$ cat config.mk
export PLATFORM = sky130hd
export DESIGN_NAME = mrs_ram
export DESIGN_NICKNAME = d
export VERILOG_FILES = /design/src/rtl/mrs_ram.sv
export SDC_FILE = /design/constraint.sdc
export NUM_CORES = 2
export LEC_CHECK = 0
export ABC_AREA = 1
export BUFFER_PORTS_ARGS = -buffer_cell sky130_fd_sc_hd__buf_2
export CAP_MARGIN = 25
export CORE_ASPECT_RATIO = 1.75
export CORE_MARGIN = 2
export CORE_UTILIZATION = 45
export CTS_BUF_LIST = sky130_fd_sc_hd__clkbuf_4 sky130_fd_sc_hd__clkbuf_8
export DETAILED_ROUTE_END_ITERATION = 7
export MAX_ROUTING_LAYER = met4
export SYNTH_ARGS = -nofsm -noshare
export SYNTH_HDL_FRONTEND = slang
export SYNTH_SLANG_ARGS = --single-unit
$ cat constraint.sdc
create_clock -name clk_i -period 14.6 [get_ports clk_i]
set_clock_uncertainty 0.15 [all_clocks]
set_input_delay 1.46 -clock clk_i [delete_from_list [all_inputs] [get_ports clk_i]]
set_output_delay 1.46 -clock clk_i [all_outputs]
set_load 0.005 [all_outputs]
$ cat src/rtl/mrs_ram.sv
`timescale 1ns / 1ps

module mrs_ram #(
  parameter int W = 32,
  parameter int D = 64,
  localparam int AW = (D > 1) ? $clog2(D) : 1
) (
  input  logic          clk_i,
  input  logic          we_i,
  input  logic [AW-1:0] waddr_i,
  input  logic [W-1:0]  wdata_i,
  input  logic [AW-1:0] raddr_i,
  output logic [W-1:0]  rdata_o
);

  logic [W-1:0] mem [D];

  // One write port and one registered read port.
  always_ff @(posedge clk_i) begin
    if (we_i) begin
      mem[waddr_i] <= wdata_i;
    end
    rdata_o <= mem[raddr_i];
  end

endmodule

== Word-level counts from Yosys, hierarchy flattened ==
Memories as Yosys holds them, arrays and structs flattened. A register that Yosys moved wholly into a read port is not among the register bits.
Index checks and enable logic that the tools add are counted.
Cells by class
  muxes and demuxes: 2
Operators with widths (number)
  1-bit two-way mux: 2
Storage, ports and cells
  flip-flop bits (word level): 0
  RAM bits: 2048
  output and inout port bits: 32
  word-level logic and storage cells: 3
  memories: 1
Memories
  mem: words 64, width 32, rd ports 1, clocked after Yosys merged registers in 1, wr ports 1, line 16  | logic [W-1:0] mem [D];

== Longest topological paths before layout ==
  depth in word-level cells: 2
  mapped depth: 13
  mapped depth without buffers: 9

== Worst setup path before layout ==
OpenSTA, ideal clock, no wires.
  path type: input to register
  from: input port we_i
  to: memory mem[48][0], enable pin
  library setup time: 502 ps
  arrival: 5088 ps
  required time: 13948 ps
  path slack: 8860 ps
  stages on the path: 3
  path buffers: 1
  path through: clkbuf_1 > nand4_1 > nor4_1
On the way
  cells in the longest elaborated chain, start to end: 2
Ends and longest elaborated chain
  start: declaration: line 9  | input logic we_i,
  1-bit two-way mux: line 20  | if (we_i) begin
  1-bit two-way mux (implied by the code): line 21  | mem[waddr_i] <= wdata_i;
  end: declaration: line 16
Every way passes these cells.

==> run metrics <==
P per Cell Area=roughly 130 nW/µm²; # H-tree levels=5; vias in the first global route=between 50000 and 60000; Avg Vias per Cell=5.68; HP Class=register to register; startpoint types=input port; largest net degree at the start of global routing=roughly 260; Power Internal=roughly 9000 µW; CTS Sinks=approximately 2100; Mapped Nets=about 6800; Row Count=208; CTS clk-pin slew, worst paths=70 ps; Vias=approximately 54000; Slew @ Worst Pin=roughly 1300 ps; initial core utilization=45.2%; Die X-Extent=~330 µm; Finished Layout Cells=roughly 9500; layout cells sized above 1=10.4%; DRC violations left=0; Port Buf Inserts=between 70 and 80; multi-input combinational cell area=about 19000 µm²; Die Height=around 570 µm; final hold violation count=0; f_max=185 MHz; Placed Instances=8943; post-CTS sizing=0; io pins=between 70 and 80; Yosys reg bits=2080; CTS Buffer Depth=4; post-route minimum period=5400 ps; final period utilization=approximately 37%; Hold-fix buffers, CTS=0; max-slew violation count=0; Worst Path Required=between 15000 and 20000 ps; largest family of logic cells by synthesized area=simple AND/OR/NAND/NOR gates; Max stage delay cell, worst path=buf_4; ys async rst share=0%; worst skew pair latency=900 ps; Post-Syn Area=82700 µm²; Adder-Cell Fraction of Synth Area=0%; total of warnings raised by yosys=0; register area=62100 µm²; part of the Yosys area used for sequential elements=about three quarters; max_cap viols=0; initial antenna violation count=17; CP top delay family=buffers and inverters; RSZ-0062 raised after global routing=false; Setup Crit Path Kind=input port to register; CTS tree=done; DRT Wirelength=between 200000 and 250000 µm; compound-cell area share of the yosys netlist=0%; Tot GR Track Use=about a quarter; Area Growth Syn to Fin=10.8%; Max FO, Critical Path=188; crit path cell chain=buf_8 -> inv_16 -> buf_16 -> buf_4 -> buf_12 -> buf_4 -> buf_16 -> nand2_1 -> nand3_1 -> nand3_1 -> nand3_1 -> nand3_1 -> nand2_1 -> nand2_1 -> nand2_1; Synth Area in XOR/XNOR=0%; Fillers=roughly 16000; Max-slew headroom=between 10% and 20%; switching power share of the total=between 20% and 30%; area of placed instances=around 86000 µm²; Total Die Area=approximately 190000 µm²; Leak=0.0321 µW; Setup crit end kind=register; drt first pass iters=5; Reg power frac=between 50% and 60%; GR Overflow Total=0; Post-DP HPWL=roughly 120000 µm; outcome=finished clean; postcts setup bufs=0; Post-synth EDFFs=approximately 2000; core area=183000 µm²; multiplexer share of the synthesized area=0%; Setup Viol. Count Final=0; VDD IR max=between 0.00007 and 0.00008 V; Clock power frac=about 37%; design area=91700 µm²; Synth cell types=16; Detail Route Antenna Nets=0; Fin Setup TNS=0 ps; CP peak stage delay=860 ps; DRT iter0 DRCs=a little under 6000; prevailing post-synth register cell=edfxtp_1; GP Congestion=just over 0.8; Mapped Cells=between 6000 and 7000; Logic pwr share=roughly 6.1%; first-pass GRT wire length=approximately 340000 µm; number of CTS-inserted buffers=around 290; Arrival @ worst endpoint=between 6000 and 7000 ps; nets=around 6900; syn_area_per_cell=between 10 and 15 µm²; Buf/Inv on CP=7; root buf cell=clkbuf_8; Avg WL per Cell=about 25 µm; P_sw=~2700 µW; post-synthesis simple-gate area fraction=between 20% and 30%
==> state kept, by name (all words and copies together) (netlist names) <==
| register | cells |
|---|---|
| mem | 2048 |
| rdata_o | 32 |
==> final cells by class <==
type / instances / area share, %
tap: 2415 / 3.30
inverter: 12 / 0.0901
clock buffer: 388 / 5.20
sequential: 2080 / 67.8
timing repair buffer: 233 / 2.35
antenna: 20 / 0.0546
multi-input combinational: 4228 / 20.5
clock inverter: 116 / 0.756
==> power by group through the flow <==
stage               Sequential [µW]  Combinational [µW]  Clock, µW
CTS                            6650                 703       4460
floorplan                      6750                 406          0
global route                   6640                 787       4680
global placement               6780                 686          0
finish                         6640                 719       4380
detailed placement             6780                 702          0
==> layout by cell type (no fill, tap or decap), drive strengths merged <==
cell	n
diode	20
clkinvlp	9
edfxtp	2048
nand3	1907
clkbuf	388
nand4	9
nor2	56
buf	233
dfxtp	32
clkinv	94
nand2	2248
bufinv	6
nor4	8
inv	19
==> worst reg2reg max path: stages, from the launching register on <==
cell and delay, ps:
edfxtp_1 370, nand2_1 80, nand3_1 110, nand3_1 130, nand3_1 120, nand3_1 210
nand2_1 80, nand2_1 150, nand2_1 190
==> routing by layer <==
metal	GRT usage [%]	wire length [µm]	vias up
met1	29.9	86900	26700
met5	-	0	-
met3	4.13	18000	549
li1	-	-	24300
met2	43.0	119000	2322
met4	10.4	9560	0
==> synthesized netlist by cell type (2+ instances only) <==
cell	n	share of area [%]
buf_1	40	0.18
buf_2	282	1.7
buf_4	45	0.41
buf_6	3	0.041
buf_8	2	0.036
clkbuf_1	77	0.35
dfxtp_1	32	0.77
edfxtp_1	2048	74
inv_1	9	0.041
inv_2	2	0.0091
nand2_1	2248	10
nand3_1	1907	12
nand4_1	9	0.068
nor2_1	56	0.25
nor4_1	8	0.060
==> cells by family (layout without fill, tap and decap cells) <==
group,count (synthesis),count (layout)
buffers and inverters,461,749
AND/OR/NAND/NOR,4228,4228
other,0,20
flip-flops,2080,2080
==> worst paths after layout <==
check / from / endpoint / slack (ps) / depth (start not counted)
hold reg to reg: mem[10][12] / rdata_o[12] / 630 / 8
setup reg to reg: mem[13][0] / rdata_o[0] / 12830 / 8
hold / removal: mem[10][12] / rdata_o[12] / 630 / 8
setup / recovery: raddr_i[0] / rdata_o[29] / 9200 / 15
==> stage by stage <==
stage | setup WS [ps] | hold WS (ps) | utilization, % | power [µW]
floorplan | 8860 | 571 | - | 7160
global placement | 8290 | 609 | 46.7 | 7460
detailed placement | 8220 | 623 | 46.8 | 7480
CTS | 9120 | 640 | 49.8 | 11800
global route | 8920 | 650 | 50.1 | 12100
finish | 9200 | 634 | 50.1 | 11700
No activity file was read; power rests on OpenSTA's default activity.
