--- src/rtl/mrs_pkg.sv ---
`timescale 1ns / 1ps

package mrs_pkg;

  // Field and register widths.
  localparam int IDX_W            = 6;
  localparam int NC_W             = 7;
  localparam int DATA_W           = 32;
  localparam int MAX_CLUSTERS_DEF = 64;

  // Running sums of up to 64 values of at most 2^31 each, plus margin.
  localparam int SUM_W = 39;

  // Shared signed multiplier operand width.
  localparam int MUL_W = 34;

  // ln(2) in Q0.32 and the number of Taylor terms of the exponential.
  localparam logic [31:0] LN2_Q32      = 32'hB172_17F8;
  localparam logic [3:0]  TAYLOR_TERMS = 4'd12;

  // Configuration register indexes.
  typedef enum logic [0:0] {
    CFG_NUM_CLUSTERS    = 1'b0,
    CFG_NOISE_PRECISION = 1'b1
  } cfg_reg_e;

  // Input item kinds.
  typedef enum logic [0:0] {
    KIND_LOAD   = 1'b0,
    KIND_SAMPLE = 1'b1
  } kind_e;

  // Sequencer states.
  typedef enum logic [4:0] {
    ST_IDLE,
    ST_SC_RD, ST_SC_MU, ST_SC_PG, ST_SC_MAG, ST_SC_PP, ST_SC_ACC, ST_SC_WR,
    ST_EX_RD, ST_EX_DX, ST_EX_K, ST_EX_T1, ST_EX_T2, ST_EX_T3, ST_EX_WR,
    ST_N1_RD, ST_N1_GO, ST_N1_WT, ST_N1_WR,
    ST_N2_RD, ST_N2_GO, ST_N2_WT, ST_N2_OUT
  } st_e;

  // One cluster entry of the parameter memory.
  typedef struct packed {
    logic signed [31:0] lead;
    logic        [31:0] ginv;
    logic signed [31:0] mu;
    logic        [31:0] musq;
  } param_t;

  // Divider request and response.
  typedef struct packed {
    logic             start;
    logic [63:0]      dividend;
    logic [SUM_W-1:0] divisor;
  } div_req_t;

  typedef struct packed {
    logic        done;
    logic [31:0] quo;
  } div_rsp_t;

  // Saturate a wide signed value to 32 bits.
  function automatic logic signed [31:0] sat32(input logic signed [47:0] v);
    logic signed [31:0] r;
    if (v > 48'sh0000_7FFF_FFFF) begin
      r = 32'sh7FFF_FFFF;
    end else if (v < -48'sh0000_8000_0000) begin
      r = 32'sh8000_0000;
    end else begin
      r = v[31:0];
    end
    return r;
  endfunction

  // floor((2^32 - 1) / n): reciprocal for the Taylor term division.
  function automatic logic [31:0] recip_q32(input logic [3:0] n);
    logic [31:0] r;
    unique case (n)
      4'd1:    r = 32'hFFFF_FFFF;
      4'd2:    r = 32'h7FFF_FFFF;
      4'd3:    r = 32'h5555_5555;
      4'd4:    r = 32'h3FFF_FFFF;
      4'd5:    r = 32'h3333_3333;
      4'd6:    r = 32'h2AAA_AAAA;
      4'd7:    r = 32'h2492_4924;
      4'd8:    r = 32'h1FFF_FFFF;
      4'd9:    r = 32'h1C71_C71C;
      4'd10:   r = 32'h1999_9999;
      4'd11:   r = 32'h1745_D174;
      4'd12:   r = 32'h1555_5555;
      default: r = 32'h0000_0000;
    endcase
    return r;
  endfunction

endpackage

--- src/rtl/mrs_div.sv ---
`timescale 1ns / 1ps

module mrs_div (
  input  logic             clk_i,
  input  logic             rst_ni,
  input  mrs_pkg::div_req_t req_i,
  output mrs_pkg::div_rsp_t rsp_o
);

  import mrs_pkg::*;

  logic [SUM_W-1:0] rem_q, dvs_q;
  logic [31:0]      lo_q;
  logic [5:0]       cnt_q;
  logic             busy_q, done_q;
  logic [SUM_W:0]   trial;
  logic             ge;

  // Restoring division, one quotient bit per cycle. The upper half of the
  // dividend is below the divisor, so 32 quotient bits are enough.
  assign trial = {rem_q, lo_q[31]};
  assign ge    = trial >= {1'b0, dvs_q};

  always_ff @(posedge clk_i or negedge rst_ni) begin
    if (!rst_ni) begin
      busy_q <= 1'b0;
      done_q <= 1'b0;
      cnt_q  <= '0;
    end else begin
      done_q <= 1'b0;
      if (req_i.start) begin
        busy_q <= 1'b1;
        cnt_q  <= 6'd32;
      end else if (busy_q) begin
        cnt_q <= cnt_q - 6'd1;
        if (cnt_q == 6'd1) begin
          busy_q <= 1'b0;
          done_q <= 1'b1;
        end
      end
    end
  end

  always_ff @(posedge clk_i) begin
    if (req_i.start) begin
      rem_q <= SUM_W'(req_i.dividend[63:32]);
      lo_q  <= req_i.dividend[31:0];
      dvs_q <= req_i.divisor;
    end else if (busy_q) begin
      rem_q <= ge ? SUM_W'(trial - {1'b0, dvs_q}) : trial[SUM_W-1:0];
      lo_q  <= {lo_q[30:0], ge};
    end
  end

  assign rsp_o.done = done_q;
  assign rsp_o.quo  = lo_q;

endmodule

--- config.mk ---
export PLATFORM = sky130hd
export DESIGN_NAME = mrs_div
export DESIGN_NICKNAME = d
export VERILOG_FILES = /design/src/rtl/mrs_pkg.sv /design/src/rtl/mrs_div.sv
export SDC_FILE = /design/constraint.sdc
export NUM_CORES = 1
export LEC_CHECK = 0
export ABC_AREA = 1
export ABC_CLOCK_PERIOD_IN_PS = 4700
export BUFFER_PORTS_ARGS = -buffer_cell sky130_fd_sc_hd__buf_2
export CAP_MARGIN = 20
export CORE_MARGIN = 3
export CORE_UTILIZATION = 60
export CTS_BUF_LIST = sky130_fd_sc_hd__clkbuf_8
export CTS_CLUSTER_DIAMETER = 80
export DETAILED_ROUTE_END_ITERATION = 16
export HOLD_SLACK_MARGIN = 0.15
export PLACE_DENSITY = 0.91
export SLEW_MARGIN = 0
export SYNTH_ARGS = -nofsm -noshare
export SYNTH_HDL_FRONTEND = slang
export SYNTH_SLANG_ARGS = --single-unit
--- constraint.sdc ---
create_clock -name clk_i -period 4.7 [get_ports clk_i]
set_input_delay 0.94 -clock clk_i [delete_from_list [all_inputs] [get_ports clk_i]]
set_output_delay 0.94 -clock clk_i [all_outputs]
set_load 0.01 [all_outputs]
Yosys cells after proc, flatten, opt, wreduce, memory -nomap -nowiden
Cells that the tools add are included.
{"block": "op_classes", "eq_ne": 1, "mux": 13, "n_reduce_logical": 1, "n_lt_le_gt_ge": 1, "add_sub_neg": 2}
{"cell": "$mux 32", "count": 4}
{"cell": "$ge 40x39->1", "count": 1}
{"cell": "$mux 39", "count": 1}
{"cell": "$sub 39x39->39", "count": 1}
{"cell": "$mux 6", "count": 2}
{"cell": "$eq 6x1->1 const B", "count": 1}
{"cell": "$mux 1", "count": 6}
{"cell": "$sub 6x1->6 const B", "count": 1}
{"cell": "$reduce_bool 2->1", "count": 1}
{"block": "totals", "in_bits": 106, "output_inout_bits": 33, "elab_cells": 25, "regBits": 118}

Logic depth before layout (Yosys ltp)
{"block": "depth", "ltp_word": 4, "depth_mapped": 17, "mapped_depth_nobuf": 17}

Worst setup path after synthesis
Ideal clock, no wire load.
{"block": "synth_timing", "path_type": "input to register", "from": "in req_i[103] (netlist name)", "to": "reg lo_q[0], enable pin", "setup_ns": 0.420, "t_required_ns": 4.280, "arrival_time_ns": 2.680, "cell_stages": 3, "n_path_buf": 1, "slack_ns": 1.601, "cell_sequence": "clkbuf_1 > nor2_1 > inv_1"}
{"block": "synth_via", "elab_chain_len": 1}
{"item": "from (decl)", "line_no": "mrs_div.sv:6", "text": "input mrs_pkg::div_req_t req_i,"}
{"item": "$reduce_bool 2->1 (no line)"}
{"item": "to (signal assigned)", "line_no": "mrs_div.sv:47", "text": "lo_q <= req_i.dividend[31:0];"}
{"item": "to (signal assigned)", "line_no": "mrs_div.sv:51", "text": "lo_q <= {lo_q[30:0], ge};"}
{"item": "to (decl)", "line_no": "mrs_div.sv:13", "text": "logic [31:0] lo_q;"}
Every way passes these cells.
A chain may end at the register's enable or synchronous reset.

Worst setup path after layout
{"block": "layout_timing", "from": "reg lo_q[31]", "to": "reg rem_q[17] (data pin)"}
{"block": "layout_via", "elab_chain_len": 4, "elab_cells_between_ends": 5, "classes_between": "add/sub (1); order compare (1); mux (3)"}
{"item": "$sub 39x39->39 or $ge 40x39->1 (tied branches)", "line_no": "mrs_div.sv:50, mrs_div.sv:22"}
{"item": "$mux 39 (*)", "line_no": "mrs_div.sv:50", "text": "rem_q <= ge ? SUM_W'(trial - {1'b0, dvs_q}) : trial[SUM_W-1:0];"}
{"item": "$mux 32 (*)", "line_no": "mrs_div.sv:49", "text": "end else if (busy_q) begin"}
{"item": "$mux 32 (*)", "line_no": "mrs_div.sv:45", "text": "if (req_i.start) begin"}
{"item": "to (signal assigned)", "line_no": "mrs_div.sv:46", "text": "rem_q <= SUM_W'(req_i.dividend[63:32]);"}
{"item": "to (signal assigned)", "line_no": "mrs_div.sv:50"}
{"item": "to (decl)", "line_no": "mrs_div.sv:12", "text": "logic [SUM_W-1:0] rem_q, dvs_q;"}
Mark *: on every way between the ends. The rest lies on a longest branch, timed or not. The select of a mux whose other input is x is not followed.

==> metrics.txt <==
status finished, final reports clean; Worst R2R Start lo_q[31]; Startpoint Class register; part of the Yosys area used for sequential elements 42.3%; top_reg_cell synth edfxtp_1; unique cell type count in the Yosys netlist 36; Hold-fix buffers, CTS 0; most frequent cells in the layout nand2_1, inv_1, buf_2; largest net degree at the start of global routing 75; Initial Utilization 62.7%; Crit. Startpoint lo_q[31]; Max IR drop VDD 0.310 mV; final setup TNS 0 ns; warnings from Yosys 0; first-pass GRT wire length 34.1 mm; share of layout cells above drive strength 1 between 10 and 15%; RR Endpoint rem_q[17]; NumNets Final 1,430; total power a little over 0.005 W; Slew Viols, Final 0; GRT Total Usage 29.3%; Placer Congestion around 1.1; Post-Synthesis Cells 1,143; CTS tree yes; slew at the pin with the worst max-slew slack slightly above 0.9 ns; critical path class register to register; minimum clock period 2.97 ns; Seq cells post-synth approximately 120; Hold Vio Cnt, Final 0; Worst Path Arrival approximately 3.2 ns; area of the mapped netlist 8110 sq um; post-route ant nets 0; die area 14,900 sq um; crit path capture type register; area grow syn2layout 14.4%; M1 GR Usage 38.5%; clock sink count between 100 and 150; row cnt 41; DRC errors left 0; Avg Vias per Cell 5.23; Hold WC Path Type input pin to async pin; Setup Skew about 0.016 ns; final WL between 20 and 25 mm; Die Span Y between 100 and 150 microns; Leak 4.97 nW; CTS buffer count 17; Worst-path clk slew about 0.080 ns; required time of the worst setup path 4.89 ns; Fmax 336 MHz; met3 Resource Use GR under 10%; GR Overflow Total 0; RSZ-0062 raised after global routing false; met2 Usage GRT 47.5%; number of antenna diodes 0; async set or reset register ratio after synthesis 6.78%; syn_nets 1,291; Worst Setup EP rem_q[17]; Clock Path Buffers 2; reg2reg setup slack 1.73 ns; drt wl/cell 14.4 microns; postcts setup bufs 0; CP max FO 49; R2R cell count 14; TritonRoute pass-1 iters 5; Die Span X 122 microns; Max transition margin 38.0%; num ports between 100 and 150; layer with the highest usage met2; Vias 7,672; Max Cap Viol 0; H-tree depth 4; root buf cell clkbuf_8; Avg Synthesized Cell Area 7.09 sq um; most common cell after layout, fill and taps aside nand2_1; DRT iter0 DRCs about 690; Resized Gates After CTS 0; core area 12,900 sq um; clk_lat worst skew ~0.45 ns; placed wire-length estimate about 16 mm; Pwr Density between 500 and 600 nW/um^2; vias in the first global route 7,305; Post-synth EDFFs slightly above 100; # setup viols final 0; # port buffers 138; initial antenna violation count 1; period utilization about 63%
per-layer routing:
layer / up-vias / routed length (microns)
li1: 3860 / -
met1: 3444 / 8910
met2: 342 / 9860
met3: 26 / 2010
met4: 0 / 363
met5: - / 0
worst min-delay path by stage:
stage	startpoint	endpoint	slack, ns
3_3_place_gp	rem_q[35]	rem_q[35]	0.46
4_1_cts	rst_ni	cnt_q[2]	0.30
2_1_floorplan	cnt_q[4]	cnt_q[4]	0.45
5_1_grt	rst_ni	cnt_q[2]	0.30
6_report	rst_ni	cnt_q[2]	0.32
3_5_place_dp	rem_q[36]	rem_q[36]	0.47
cell type report:
cell class / count / area (sq um)
multi-input cells: 831 / 3900
fillers: 1037 / 3650
flip-flops and latches: 118 / 3430
repair buffers: 142 / 736
inverters: 172 / 646
clock buffers: 17 / 234
well taps: 172 / 215
clock inverters: 15 / 110
cell families after synthesis:
family	share of synthesized area, %
adders and majority gates	6.57
and+or+nand+nor	35.2
AOI/OAI and AO/OA	4.32
xor gates and xnor gates	2.05
buffers and inverters	9.54
DFF	42.3
stage by stage:
step	util (%)	setup slack (ns)	cell area (sq um)	std cells	hold WS [ns]
2_1_floorplan	-	1.60	8110	1143	0.449
3_3_place_gp	68.9	1.68	8910	1434	0.462
3_5_place_dp	68.9	1.47	8910	1434	0.467
4_1_cts	71.6	1.44	9260	1466	0.299
5_1_grt	71.8	1.53	9280	1467	0.300
6_report	71.8	1.73	9280	1467	0.316
sequential cells by signal, summed over array words and instances, names as in the netlist:
| signal | flops |
|---|---|
| done_q | 1 |
| busy_q | 1 |
| lo_q | 32 |
| cnt_q | 6 |
| dvs_q | 39 |
| rem_q | 39 |
power breakdown:
part / total, W / switching, W / internal (W)
registers: 0.00155 / 0.000136 / 0.00142
logic: 0.00271 / 0.00177 / 0.000941
clock network: 0.000812 / 0.000449 / 0.000363
total: 0.00508 / 0.00236 / 0.00272
synth_stat cells (3+ instances only):
master | n | area (sq um)
dfxtp_1 | 7 | 140
nand3_1 | 54 | 270
nand3b_1 | 7 | 52.6
xnor2_1 | 15 | 131
inv_2 | 3 | 11.3
clkbuf_1 | 9 | 33.8
ha_1 | 41 | 513
nor2_2 | 6 | 37.5
a21oi_1 | 30 | 150
inv_1 | 169 | 634
o21bai_1 | 5 | 37.5
dfrtp_1 | 8 | 200
xor2_1 | 4 | 35.0
edfxtp_1 | 103 | 3090
nand2_1 | 477 | 1790
and2_1 | 3 | 18.8
o21ai_1 | 13 | 65.1
o21ai_0 | 14 | 70.1
nor2_1 | 132 | 495
nor3_1 | 4 | 20.0
buf_1 | 5 | 18.8
nand4_1 | 13 | 81.3
buf_4 | 4 | 30.0
buf_6 | 4 | 45.0
worst max-delay path, stage by stage, from the launching register on:
cell and delay, ns:
edfxtp_1 0.37, inv_1 0.06, ha_1 0.23, fa_1 0.41
inv_1 0.09, nand3_1 0.07, nand3_1 0.16, nand2_1 0.08
nand2_1 0.18, nand3_4 0.17, nand4_4 0.34, buf_12 0.27
nand2_1 0.08, nand2_1 0.06, o21ai_1 0.10
Power figures use the tool's default switching activity.
